`src/rtl/pce_pkg.sv`:
```
`default_nettype none
// ---------------------------------------------------------------------------
// pce_pkg: shared types and constants of the path percent escaper
// Holds the queue entry layout, the match state codes, the special byte
// values and the helpers that classify a byte and turn a nibble into hex.
// ---------------------------------------------------------------------------
package pce_pkg;

	// Default number of entries in the queue between front and back.
	localparam int QUEUE_DEPTH = 4;

	// Bytes of the modifier-letter colon, and the characters used in escapes.
	localparam logic [7:0] PFX_FIRST   = 8'hEA;
	localparam logic [7:0] PFX_SECOND  = 8'h9E;
	localparam logic [7:0] PFX_THIRD   = 8'h89;
	localparam logic [7:0] CHAR_PCT    = 8'h25;
	localparam logic [7:0] CHAR_COLON  = 8'h3A;
	localparam logic [7:0] CTRL_LOW    = 8'h01;
	localparam logic [7:0] CTRL_HIGH   = 8'h1F;
	localparam logic [3:0] DIGIT_LIMIT = 4'h9;
	localparam logic [7:0] CHAR_ZERO   = 8'h30;
	localparam logic [7:0] CHAR_A_BASE = 8'h37;

	// Progress through the three-byte colon sequence.
	typedef enum logic [1:0] {
		MATCH_IDLE = 2'd0,
		MATCH_EA   = 2'd1,
		MATCH_EA9E = 2'd2
	} match_t;

	// What the body of an entry produces after its flushed prefix bytes.
	typedef enum logic [1:0] {
		BODY_NONE = 2'd0,
		BODY_LIT  = 2'd1,
		BODY_ESC  = 2'd2
	} body_t;

	// One classified item handed from the front to the back.
	typedef struct packed {
		logic [1:0] pfx_n;
		body_t      kind;
		logic [7:0] body;
		logic       fin;
	} entry_t;

	// True for bytes that must go out as a percent escape.
	function automatic logic needs_escape(input logic [7:0] b);
		logic r;
		r = (b >= CTRL_LOW) && (b <= CTRL_HIGH);
		case (b)
			8'h22, 8'h24, 8'h26, 8'h2B, 8'h2C, 8'h3A, 8'h3B,
			8'h3D, 8'h3F, 8'h40, 8'h23, 8'h20, 8'h25: r = 1'b1;
			default: ;
		endcase
		return r;
	endfunction

	// Uppercase hex digit of a nibble.
	function automatic logic [7:0] hex_digit(input logic [3:0] n);
		logic [7:0] r;
		if (n > DIGIT_LIMIT) begin
			r = CHAR_A_BASE + {4'd0, n};
		end else begin
			r = CHAR_ZERO + {4'd0, n};
		end
		return r;
	endfunction

endpackage
`default_nettype wire

```
`src/rtl/path_percent_escaper.sv`:
```
`default_nettype none
// ---------------------------------------------------------------------------
// path_percent_escaper: percent escaping of a path string
// Escapes reserved and control bytes and the UTF-8 modifier-letter colon,
// holding prefix bytes until a match completes or breaks.
// ---------------------------------------------------------------------------
//  Channel  Handshake             Payload
//  input    src_valid/src_stall   in_byte[7:0], final_byte
//  output   dst_valid/dst_stall   out_byte[7:0], run_end, string_end
//
// The back end sends one byte per cycle unless the output stalls: a literal
// item is one byte, an escaped item three, a flushed prefix one or two more,
// an absorbed prefix byte none. The front takes an item every cycle while the
// queue has room. Reset clears the match state, the queue and output valid.
// A stall on the output fills the queue, and then the input is stalled.
// ---------------------------------------------------------------------------
module path_percent_escaper #(
	parameter int QDEPTH = pce_pkg::QUEUE_DEPTH
) (
	input  wire logic       clk,
	input  wire logic       arst_n,
	input  wire logic       src_valid,
	output logic            src_stall,
	input  wire logic [7:0] in_byte,
	input  wire logic       final_byte,
	output logic            dst_valid,
	input  wire logic       dst_stall,
	output logic [7:0]      out_byte,
	output logic            run_end,
	output logic            string_end
);

	logic            q_full;
	logic            q_empty;
	logic            push;
	logic            pop;
	pce_pkg::entry_t push_entry;
	pce_pkg::entry_t head;

	pce_front u_front (
		.clk        (clk),
		.arst_n     (arst_n),
		.src_valid  (src_valid),
		.src_stall  (src_stall),
		.in_byte    (in_byte),
		.final_byte (final_byte),
		.q_full     (q_full),
		.push       (push),
		.push_entry (push_entry)
	);

	pce_queue #(
		.DEPTH (QDEPTH)
	) u_queue (
		.clk        (clk),
		.arst_n     (arst_n),
		.push       (push),
		.push_entry (push_entry),
		.pop        (pop),
		.full       (q_full),
		.empty      (q_empty),
		.head       (head)
	);

	pce_back u_back (
		.clk        (clk),
		.arst_n     (arst_n),
		.q_empty    (q_empty),
		.head       (head),
		.pop        (pop),
		.dst_valid  (dst_valid),
		.dst_stall  (dst_stall),
		.out_byte   (out_byte),
		.run_end    (run_end),
		.string_end (string_end)
	);

endmodule
`default_nettype wire

```
`src/rtl/pce_front.sv`:
```
`default_nettype none
// ---------------------------------------------------------------------------
// pce_front: input side of the escaper
// Accepts items, tracks the colon prefix match and turns each item into a
// queue entry describing the bytes it releases.
// ---------------------------------------------------------------------------
module pce_front (
	input  wire logic            clk,
	input  wire logic            arst_n,
	input  wire logic            src_valid,
	output logic                 src_stall,
	input  wire logic [7:0]      in_byte,
	input  wire logic            final_byte,
	input  wire logic            q_full,
	output logic                 push,
	output pce_pkg::entry_t      push_entry
);

	pce_pkg::match_t match_q;
	pce_pkg::match_t match_d;
	logic            accept;
	logic            fresh_pend;
	pce_pkg::body_t  fresh_kind;
	logic            emits;

	assign src_stall = q_full;
	assign accept    = src_valid && !q_full;

	// Treatment of the byte as if nothing were pending.
	always_comb begin
		fresh_pend = (in_byte == pce_pkg::PFX_FIRST) && !final_byte;
		if (fresh_pend) begin
			fresh_kind = pce_pkg::BODY_NONE;
		end else if (pce_pkg::needs_escape(in_byte)) begin
			fresh_kind = pce_pkg::BODY_ESC;
		end else begin
			fresh_kind = pce_pkg::BODY_LIT;
		end
	end

	// Next match state.
	always_comb begin
		match_d = pce_pkg::MATCH_IDLE;
		case (match_q)
			pce_pkg::MATCH_EA: begin
				if (in_byte == pce_pkg::PFX_SECOND && !final_byte) begin
					match_d = pce_pkg::MATCH_EA9E;
				end else if (fresh_pend) begin
					match_d = pce_pkg::MATCH_EA;
				end
			end
			pce_pkg::MATCH_EA9E: begin
				if (in_byte != pce_pkg::PFX_THIRD && fresh_pend) begin
					match_d = pce_pkg::MATCH_EA;
				end
			end
			default: begin
				if (fresh_pend) begin
					match_d = pce_pkg::MATCH_EA;
				end
			end
		endcase
	end

	// Entry contents for the current item.
	always_comb begin
		push_entry.body  = in_byte;
		push_entry.fin   = final_byte;
		push_entry.pfx_n = 2'd0;
		push_entry.kind  = fresh_kind;
		case (match_q)
			pce_pkg::MATCH_EA: begin
				if (in_byte == pce_pkg::PFX_SECOND && !final_byte) begin
					push_entry.kind = pce_pkg::BODY_NONE;
				end else begin
					push_entry.pfx_n = 2'd1;
				end
			end
			pce_pkg::MATCH_EA9E: begin
				if (in_byte == pce_pkg::PFX_THIRD) begin
					push_entry.kind = pce_pkg::BODY_ESC;
					push_entry.body = pce_pkg::CHAR_COLON;
				end else begin
					push_entry.pfx_n = 2'd2;
				end
			end
			default: ;
		endcase
		emits = (push_entry.pfx_n != 2'd0) || (push_entry.kind != pce_pkg::BODY_NONE);
		push  = accept && emits;
	end

	// Match state register.
	always_ff @(posedge clk or negedge arst_n) begin
		if (!arst_n) begin
			match_q <= pce_pkg::MATCH_IDLE;
		end else if (accept) begin
			match_q <= match_d;
		end
	end

endmodule
`default_nettype wire

```
`src/rtl/pce_queue.sv`:
```
`default_nettype none
// ---------------------------------------------------------------------------
// pce_queue: entry queue between front and back
// A small first-in first-out buffer of classified entries; DEPTH must be a
// power of two, at least two, which the block itself does not enforce.
// ---------------------------------------------------------------------------
module pce_queue #(
	parameter int DEPTH = pce_pkg::QUEUE_DEPTH
) (
	input  wire logic            clk,
	input  wire logic            arst_n,
	input  wire logic            push,
	input  wire pce_pkg::entry_t push_entry,
	input  wire logic            pop,
	output logic                 full,
	output logic                 empty,
	output pce_pkg::entry_t      head
);

	localparam int PW = $clog2(DEPTH);
	localparam int CW = $clog2(DEPTH + 1);

	pce_pkg::entry_t slot_q [DEPTH];
	logic [PW-1:0]   wr_ptr_q;
	logic [PW-1:0]   rd_ptr_q;
	logic [CW-1:0]   count_q;

	assign full  = (count_q == CW'(DEPTH));
	assign empty = (count_q == '0);
	assign head  = slot_q[rd_ptr_q];

	// Entry storage.
	always_ff @(posedge clk) begin
		if (push) begin
			slot_q[wr_ptr_q] <= push_entry;
		end
	end

	// Pointers and fill count.
	always_ff @(posedge clk or negedge arst_n) begin
		if (!arst_n) begin
			wr_ptr_q <= '0;
			rd_ptr_q <= '0;
			count_q  <= '0;
		end else begin
			if (push) begin
				wr_ptr_q <= wr_ptr_q + PW'(1);
			end
			if (pop) begin
				rd_ptr_q <= rd_ptr_q + PW'(1);
			end
			if (push && !pop) begin
				count_q <= count_q + CW'(1);
			end else if (pop && !push) begin
				count_q <= count_q - CW'(1);
			end
		end
	end

endmodule
`default_nettype wire

```
`src/rtl/pce_back.sv`:
```
`default_nettype none
// ---------------------------------------------------------------------------
// pce_back: output side of the escaper
// Walks the head entry one output byte per cycle, unless the output stalls,
// into an output register and retires the entry with its last byte.
// ---------------------------------------------------------------------------
module pce_back (
	input  wire logic            clk,
	input  wire logic            arst_n,
	input  wire logic            q_empty,
	input  wire pce_pkg::entry_t head,
	output logic                 pop,
	output logic                 dst_valid,
	input  wire logic            dst_stall,
	output logic [7:0]           out_byte,
	output logic                 run_end,
	output logic                 string_end
);

	logic [2:0] idx_q;
	logic [2:0] total;
	logic [2:0] rel;
	logic       last;
	logic       load;
	logic [7:0] sel_byte;
	logic       valid_q;
	logic [7:0] byte_q;
	logic       run_end_q;
	logic       string_end_q;

	// Output register is free when empty or being taken this cycle.
	assign load = !q_empty && (!valid_q || !dst_stall);

	// Number of bytes the head entry produces, and position within it.
	always_comb begin
		total = {1'b0, head.pfx_n};
		case (head.kind)
			pce_pkg::BODY_LIT: total = {1'b0, head.pfx_n} + 3'd1;
			pce_pkg::BODY_ESC: total = {1'b0, head.pfx_n} + 3'd3;
			default: ;
		endcase
		rel  = idx_q - {1'b0, head.pfx_n};
		last = (idx_q == total - 3'd1);
		pop  = load && last;
	end

	// Byte at the current position.
	always_comb begin
		if (idx_q < {1'b0, head.pfx_n}) begin
			sel_byte = (idx_q == 3'd0) ? pce_pkg::PFX_FIRST : pce_pkg::PFX_SECOND;
		end else if (head.kind == pce_pkg::BODY_ESC) begin
			case (rel)
				3'd0:    sel_byte = pce_pkg::CHAR_PCT;
				3'd1:    sel_byte = pce_pkg::hex_digit(head.body[7:4]);
				default: sel_byte = pce_pkg::hex_digit(head.body[3:0]);
			endcase
		end else begin
			sel_byte = head.body;
		end
	end

	// Position counter and output valid.
	always_ff @(posedge clk or negedge arst_n) begin
		if (!arst_n) begin
			idx_q   <= '0;
			valid_q <= 1'b0;
		end else begin
			if (load) begin
				idx_q   <= last ? 3'd0 : idx_q + 3'd1;
				valid_q <= 1'b1;
			end else if (!dst_stall) begin
				valid_q <= 1'b0;
			end
		end
	end

	// Output payload.
	always_ff @(posedge clk) begin
		if (load) begin
			byte_q       <= sel_byte;
			run_end_q    <= last;
			string_end_q <= last && head.fin;
		end
	end

	assign dst_valid  = valid_q;
	assign out_byte   = byte_q;
	assign run_end    = run_end_q;
	assign string_end = string_end_q;

endmodule
`default_nettype wire
```
`config.mk`:
```
export PLATFORM = sky130hd
export DESIGN_NAME = path_percent_escaper
export DESIGN_NICKNAME = d
export VERILOG_FILES = /design/src/rtl/pce_pkg.sv /design/src/rtl/path_percent_escaper.sv /design/src/rtl/pce_front.sv /design/src/rtl/pce_queue.sv /design/src/rtl/pce_back.sv
export SDC_FILE = /design/constraint.sdc
export NUM_CORES = 1
export LEC_CHECK = 0
export BUFFER_PORTS_ARGS = -buffer_cell sky130_fd_sc_hd__buf_2
export CAP_MARGIN = 30
export CORE_MARGIN = 2
export CORE_UTILIZATION = 45
export DETAILED_ROUTE_END_ITERATION = 6
export PLACE_DENSITY = 0.62
export SKIP_CTS_REPAIR_TIMING = 1
export SYNTH_ARGS = -nofsm -noshare
export SYNTH_HDL_FRONTEND = slang
export SYNTH_SLANG_ARGS = --single-unit
```
`constraint.sdc`:
```
create_clock -name clk -period 4.31 [get_ports clk]
set_input_delay 0.6465 -clock clk [delete_from_list [all_inputs] [get_ports clk]]
set_output_delay 0.6465 -clock clk [all_outputs]
set_load 0.05 [all_outputs]
```
==> report_table.html <==
<table>
<tr><th>Metric</th><th>Value</th></tr>
<tr><th colspan="2">Synth</th></tr>
<tr><td>Avg Inst Size Synth</td><td>13.4 µm²</td></tr>
<tr><td>Mux cell area share after synthesis</td><td>0.0898</td></tr>
<tr><td>Dominant register cell in the synthesized netlist</td><td>edfxtp_1</td></tr>
<tr><td>Number of synthesized flops with an enable pin</td><td>62</td></tr>
<tr><td>Post-synth design cell area</td><td>3860 µm²</td></tr>
<tr><td>Async set or reset register ratio after synthesis</td><td>0.173</td></tr>
<tr><td>Xor-xnor portion of the synthesized cell area</td><td>0.0311</td></tr>
<tr><td>Share of synthesized area occupied by flip-flops and latches</td><td>0.567</td></tr>
<tr><td>Total nets after synthesis</td><td>around 320</td></tr>
<tr><td>Simple-gate share of the synthesized area</td><td>0.121</td></tr>
<tr><td>Number of unique standard cell types used by synthesis</td><td>60</td></tr>
<tr><td>Synthesized-area fraction occupied by adder cells</td><td>0.0707</td></tr>
<tr><td>Synth warn</td><td>0</td></tr>
<tr><td>Number of synthesized register bits</td><td>75</td></tr>
<tr><td>Gate Count Post-Synth</td><td>289</td></tr>
<tr><td>Area fraction in compound gates after synthesis</td><td>0.0892</td></tr>
<tr><td>Main combinational cell family by area after synthesis</td><td>simple AND/OR/NAND/NOR gates</td></tr>
<tr><th colspan="2">Final layout</th></tr>
<tr><td>Top library cells by usage in the layout, fill and taps aside</td><td>edfxtp_1, buf_2, nand2_1</td></tr>
<tr><td>Layout Nets</td><td>between 300 and 400</td></tr>
<tr><td>Antenna cell count</td><td>0</td></tr>
<tr><td>Fraction of final layout cells sized beyond drive strength 1</td><td>0.205</td></tr>
<tr><td>Relative area change from synthesis to final layout</td><td>11.9%</td></tr>
<tr><td>Leading cell type in the layout, fill and taps excluded</td><td>edfxtp_1</td></tr>
<tr><th colspan="2">Run</th></tr>
<tr><td>Max-cap violation count</td><td>0</td></tr>
<tr><th colspan="2">GRT</th></tr>
<tr><td>Maximum number of pins on one net before global-route repair</td><td>20</td></tr>
<tr><td>Antenna violations before repair</td><td>0</td></tr>
<tr><td>First-pass GRT wire length</td><td>11,500 µm</td></tr>
<tr><td>Global-route usage over all layers</td><td>0.155</td></tr>
<tr><td>Total gr overflow</td><td>0</td></tr>
<tr><td>Via count of the first global-routing pass</td><td>2,374</td></tr>
<tr><th colspan="2">Critical path</th></tr>
<tr><td>Arrival time worst endpoint</td><td>4.16 ns</td></tr>
<tr><td>Type of origin of the critical path</td><td>flip-flop</td></tr>
<tr><td>Maximum fanout along the worst path</td><td>7</td></tr>
<tr><td>Worst Setup End Kind</td><td>flip-flop</td></tr>
<tr><td>Worst-case register-to-register setup slack</td><td>0.38 ns</td></tr>
<tr><td>Critical Setup Path Class</td><td>reg2reg</td></tr>
<tr><td>Endpoint required time on the critical path</td><td>4.54 ns</td></tr>
<tr><th colspan="2">Placement</th></tr>
<tr><td>Half-perimeter wire length after detailed placement</td><td>4910 µm</td></tr>
<tr><td>Quantity of I/O buffers inserted on ports</td><td>24</td></tr>
<tr><td>Routability congestion estimate</td><td>~0.84</td></tr>
<tr><td>Worst slack after detailed placement</td><td>0.352 ns</td></tr>
<tr><th colspan="2">Detailed routing</th></tr>
<tr><td>First-pass DRT Iterations</td><td>4</td></tr>
<tr><td>Total number of vias</td><td>2,326</td></tr>
<tr><td>Total Routed Length</td><td>6670 µm</td></tr>
<tr><td>Post-route DRC violation count</td><td>0</td></tr>
<tr><td>Iteration-0 DRC count of the detailed router</td><td>89</td></tr>
<tr><td>Mean number of vias per cell</td><td>5.38</td></tr>
<tr><td>Routed WL per cell</td><td>~15 µm</td></tr>
<tr><td>Antenna-violating nets left</td><td>0</td></tr>
<tr><th colspan="2">Timing</th></tr>
<tr><td>Slew margin rel.</td><td>0.371</td></tr>
<tr><td>Number of hold violations in the final report</td><td>0</td></tr>
<tr><td>Slew @ Worst Pin</td><td>0.943 ns</td></tr>
<tr><td>Post-layout min period</td><td>approximately 3.9 ns</td></tr>
<tr><td>Count of endpoints failing setup in the final report</td><td>0</td></tr>
<tr><td>Period utilization</td><td>0.911</td></tr>
<tr><td>Setup clock skew after layout</td><td>0.00734 ns</td></tr>
<tr><td>Peak clock frequency supported by timing</td><td>255 MHz</td></tr>
<tr><td>Unrepaired setup endpoints after global routing</td><td>false</td></tr>
<tr><td>Fin worst setup slack</td><td>between 0.3 and 0.4 ns</td></tr>
<tr><td>Count of pins over their slew limit</td><td>0</td></tr>
<tr><td>Total negative setup slack</td><td>0 ns</td></tr>
<tr><th colspan="2">Clock network</th></tr>
<tr><td>Clock latency reported for the late side of the worst-skew pair</td><td>0.34 ns</td></tr>
<tr><td>Clock tree from TritonCTS</td><td>done</td></tr>
<tr><td>CTS Buffer Depth</td><td>2</td></tr>
<tr><td>Maximum level of the CTS H-tree</td><td>3</td></tr>
<tr><td>Clock-pin slew of the registers on the worst-case setup and hold paths</td><td>0.08 ns</td></tr>
<tr><td>Number of buffers created by CTS</td><td>9</td></tr>
<tr><td>Clock root buffer master</td><td>clkbuf_8</td></tr>
<tr><td>Number of sinks on the clock net</td><td>75</td></tr>
<tr><th colspan="2">Worst hold path</th></tr>
<tr><td>Min-Delay Path Class</td><td>in2async</td></tr>
<tr><th colspan="2">Run status</th></tr>
<tr><td>Result of the run</td><td>finished, final reports clean</td></tr>
<tr><th colspan="2">Floorplanning</th></tr>
<tr><td>Core region area</td><td>8260 µm²</td></tr>
<tr><td>Die area</td><td>9330 µm²</td></tr>
<tr><td>Number of top-level design ports</td><td>25</td></tr>
<tr><td>Initial core utilization</td><td>0.467</td></tr>
<tr><td>Vertical extent of the die</td><td>96.6 µm</td></tr>
<tr><td>Count of standard-cell rows</td><td>33</td></tr>
<tr><td>Width of the die</td><td>96.6 µm</td></tr>
</table>
routing by layer:
metal	wire length (µm)	track usage	up-vias	share of wire
li1	-	-	1147	-
met1	3020	0.198	1114	0.45
met2	3240	0.255	58	0.49
met3	345	0.0499	7	0.052
met4	62	0.0455	0	0.0093
met5	0	0	-	0
worst paths after layout:
kind | from | end | cells after the start
min in group clk | u_queue.count_q[2] | u_queue.count_q[2] | 1
setup reg to reg | u_queue.rd_ptr_q[0] | u_queue.count_q[1] | 12
hold / removal | arst_n | u_back.idx_q[2] | 1
hold reg to reg | u_queue.count_q[2] | u_queue.count_q[2] | 1
max in group asynchronous | arst_n | u_front.match_q[1] | 1
setup / recovery | u_queue.rd_ptr_q[0] | u_queue.count_q[1] | 12
registers in the layout (all words and copies together), names as in the netlist:
signal,count
u_back.dst_valid,1
u_back.out_byte,8
u_front.match_q,2
u_queue.count_q,3
u_queue.wr_ptr_q,2
u_back.run_end,1
u_back.string_end,1
u_queue.rd_ptr_q,2
u_queue.slot_q,52
u_back.idx_q,3
cell usage after synthesis (all sizes together) (2+ instances only):
| cell | n | area, µm² |
|---|---|---|
| o22ai | 2 | 12.5 |
| nand2 | 23 | 88.8 |
| nor2b | 2 | 12.5 |
| dfrtp | 13 | 325 |
| o21ai | 15 | 78.8 |
| edfxtp | 62 | 1860 |
| and2 | 7 | 43.8 |
| a211oi | 2 | 15.0 |
| mux4 | 12 | 285 |
| inv | 18 | 67.6 |
| o211ai | 3 | 22.5 |
| or3b | 2 | 17.5 |
| a21boi | 5 | 37.5 |
| o31ai | 3 | 27.5 |
| o21a | 2 | 15.0 |
| buf | 4 | 26.3 |
| nor3b | 4 | 30.0 |
| a21oi | 7 | 38.8 |
| a31oi | 2 | 12.5 |
| nor3 | 7 | 46.3 |
| xnor2 | 9 | 86.3 |
| mux2i | 5 | 50.1 |
| ha | 17 | 213 |
| nand2b | 5 | 31.3 |
| fa | 3 | 60.1 |
| xor2 | 3 | 33.8 |
| nand3 | 6 | 35.0 |
| a221oi | 3 | 32.5 |
| and3 | 5 | 36.3 |
| clkbuf | 7 | 26.3 |
| nor2 | 16 | 60.1 |
layout make-up:
cell class / instances / area [µm²]
fillers: 705 / 3940
flip-flops and latches: 75 / 2190
multi-input cells: 185 / 1550
repair buffers: 33 / 188
well taps: 105 / 131
clock buffers: 9 / 124
clock inverters: 7 / 67.6
inverters: 18 / 67.6
metrics by stage:
| step | util | hold slack [ns] | cells | area, µm² |
|---|---|---|---|---|
| final | 0.523 | 0.206 | 432 | 4320 |
| after global routing | 0.523 | 0.210 | 432 | 4320 |
| after CTS | 0.523 | 0.194 | 432 | 4320 |
| after detailed placement | 0.500 | 0.489 | 416 | 4130 |
| after global placement | 0.500 | 0.483 | 416 | 4130 |
| after floorplan | - | 0.351 | 289 | 3860 |
worst max-delay path, cell delays in order, from the launching register on:
cell	delay, ns
dfrtp_1	0.58
mux4_2	0.55
ha_1	0.23
fa_1	0.53
mux2i_1	0.07
ha_1	0.29
xnor2_1	0.17
nor3_4	0.29
nand2_2	0.11
ha_1	0.25
inv_1	0.07
fa_1	0.41
mux2_2	0.26
logic make-up (layout without fill, tap and decap cells):
logic type,after synthesis,count (layout)
xor+xnor,12,12
fa+ha+maj,20,20
compound gates,50,50
mux,18,18
flops,75,75
buf+inv,29,67
simple gates,85,85
Power is left out: the tool's default activity adds up to more than one toggle a clock period on the data nets, which glitch-free logic cannot reach.
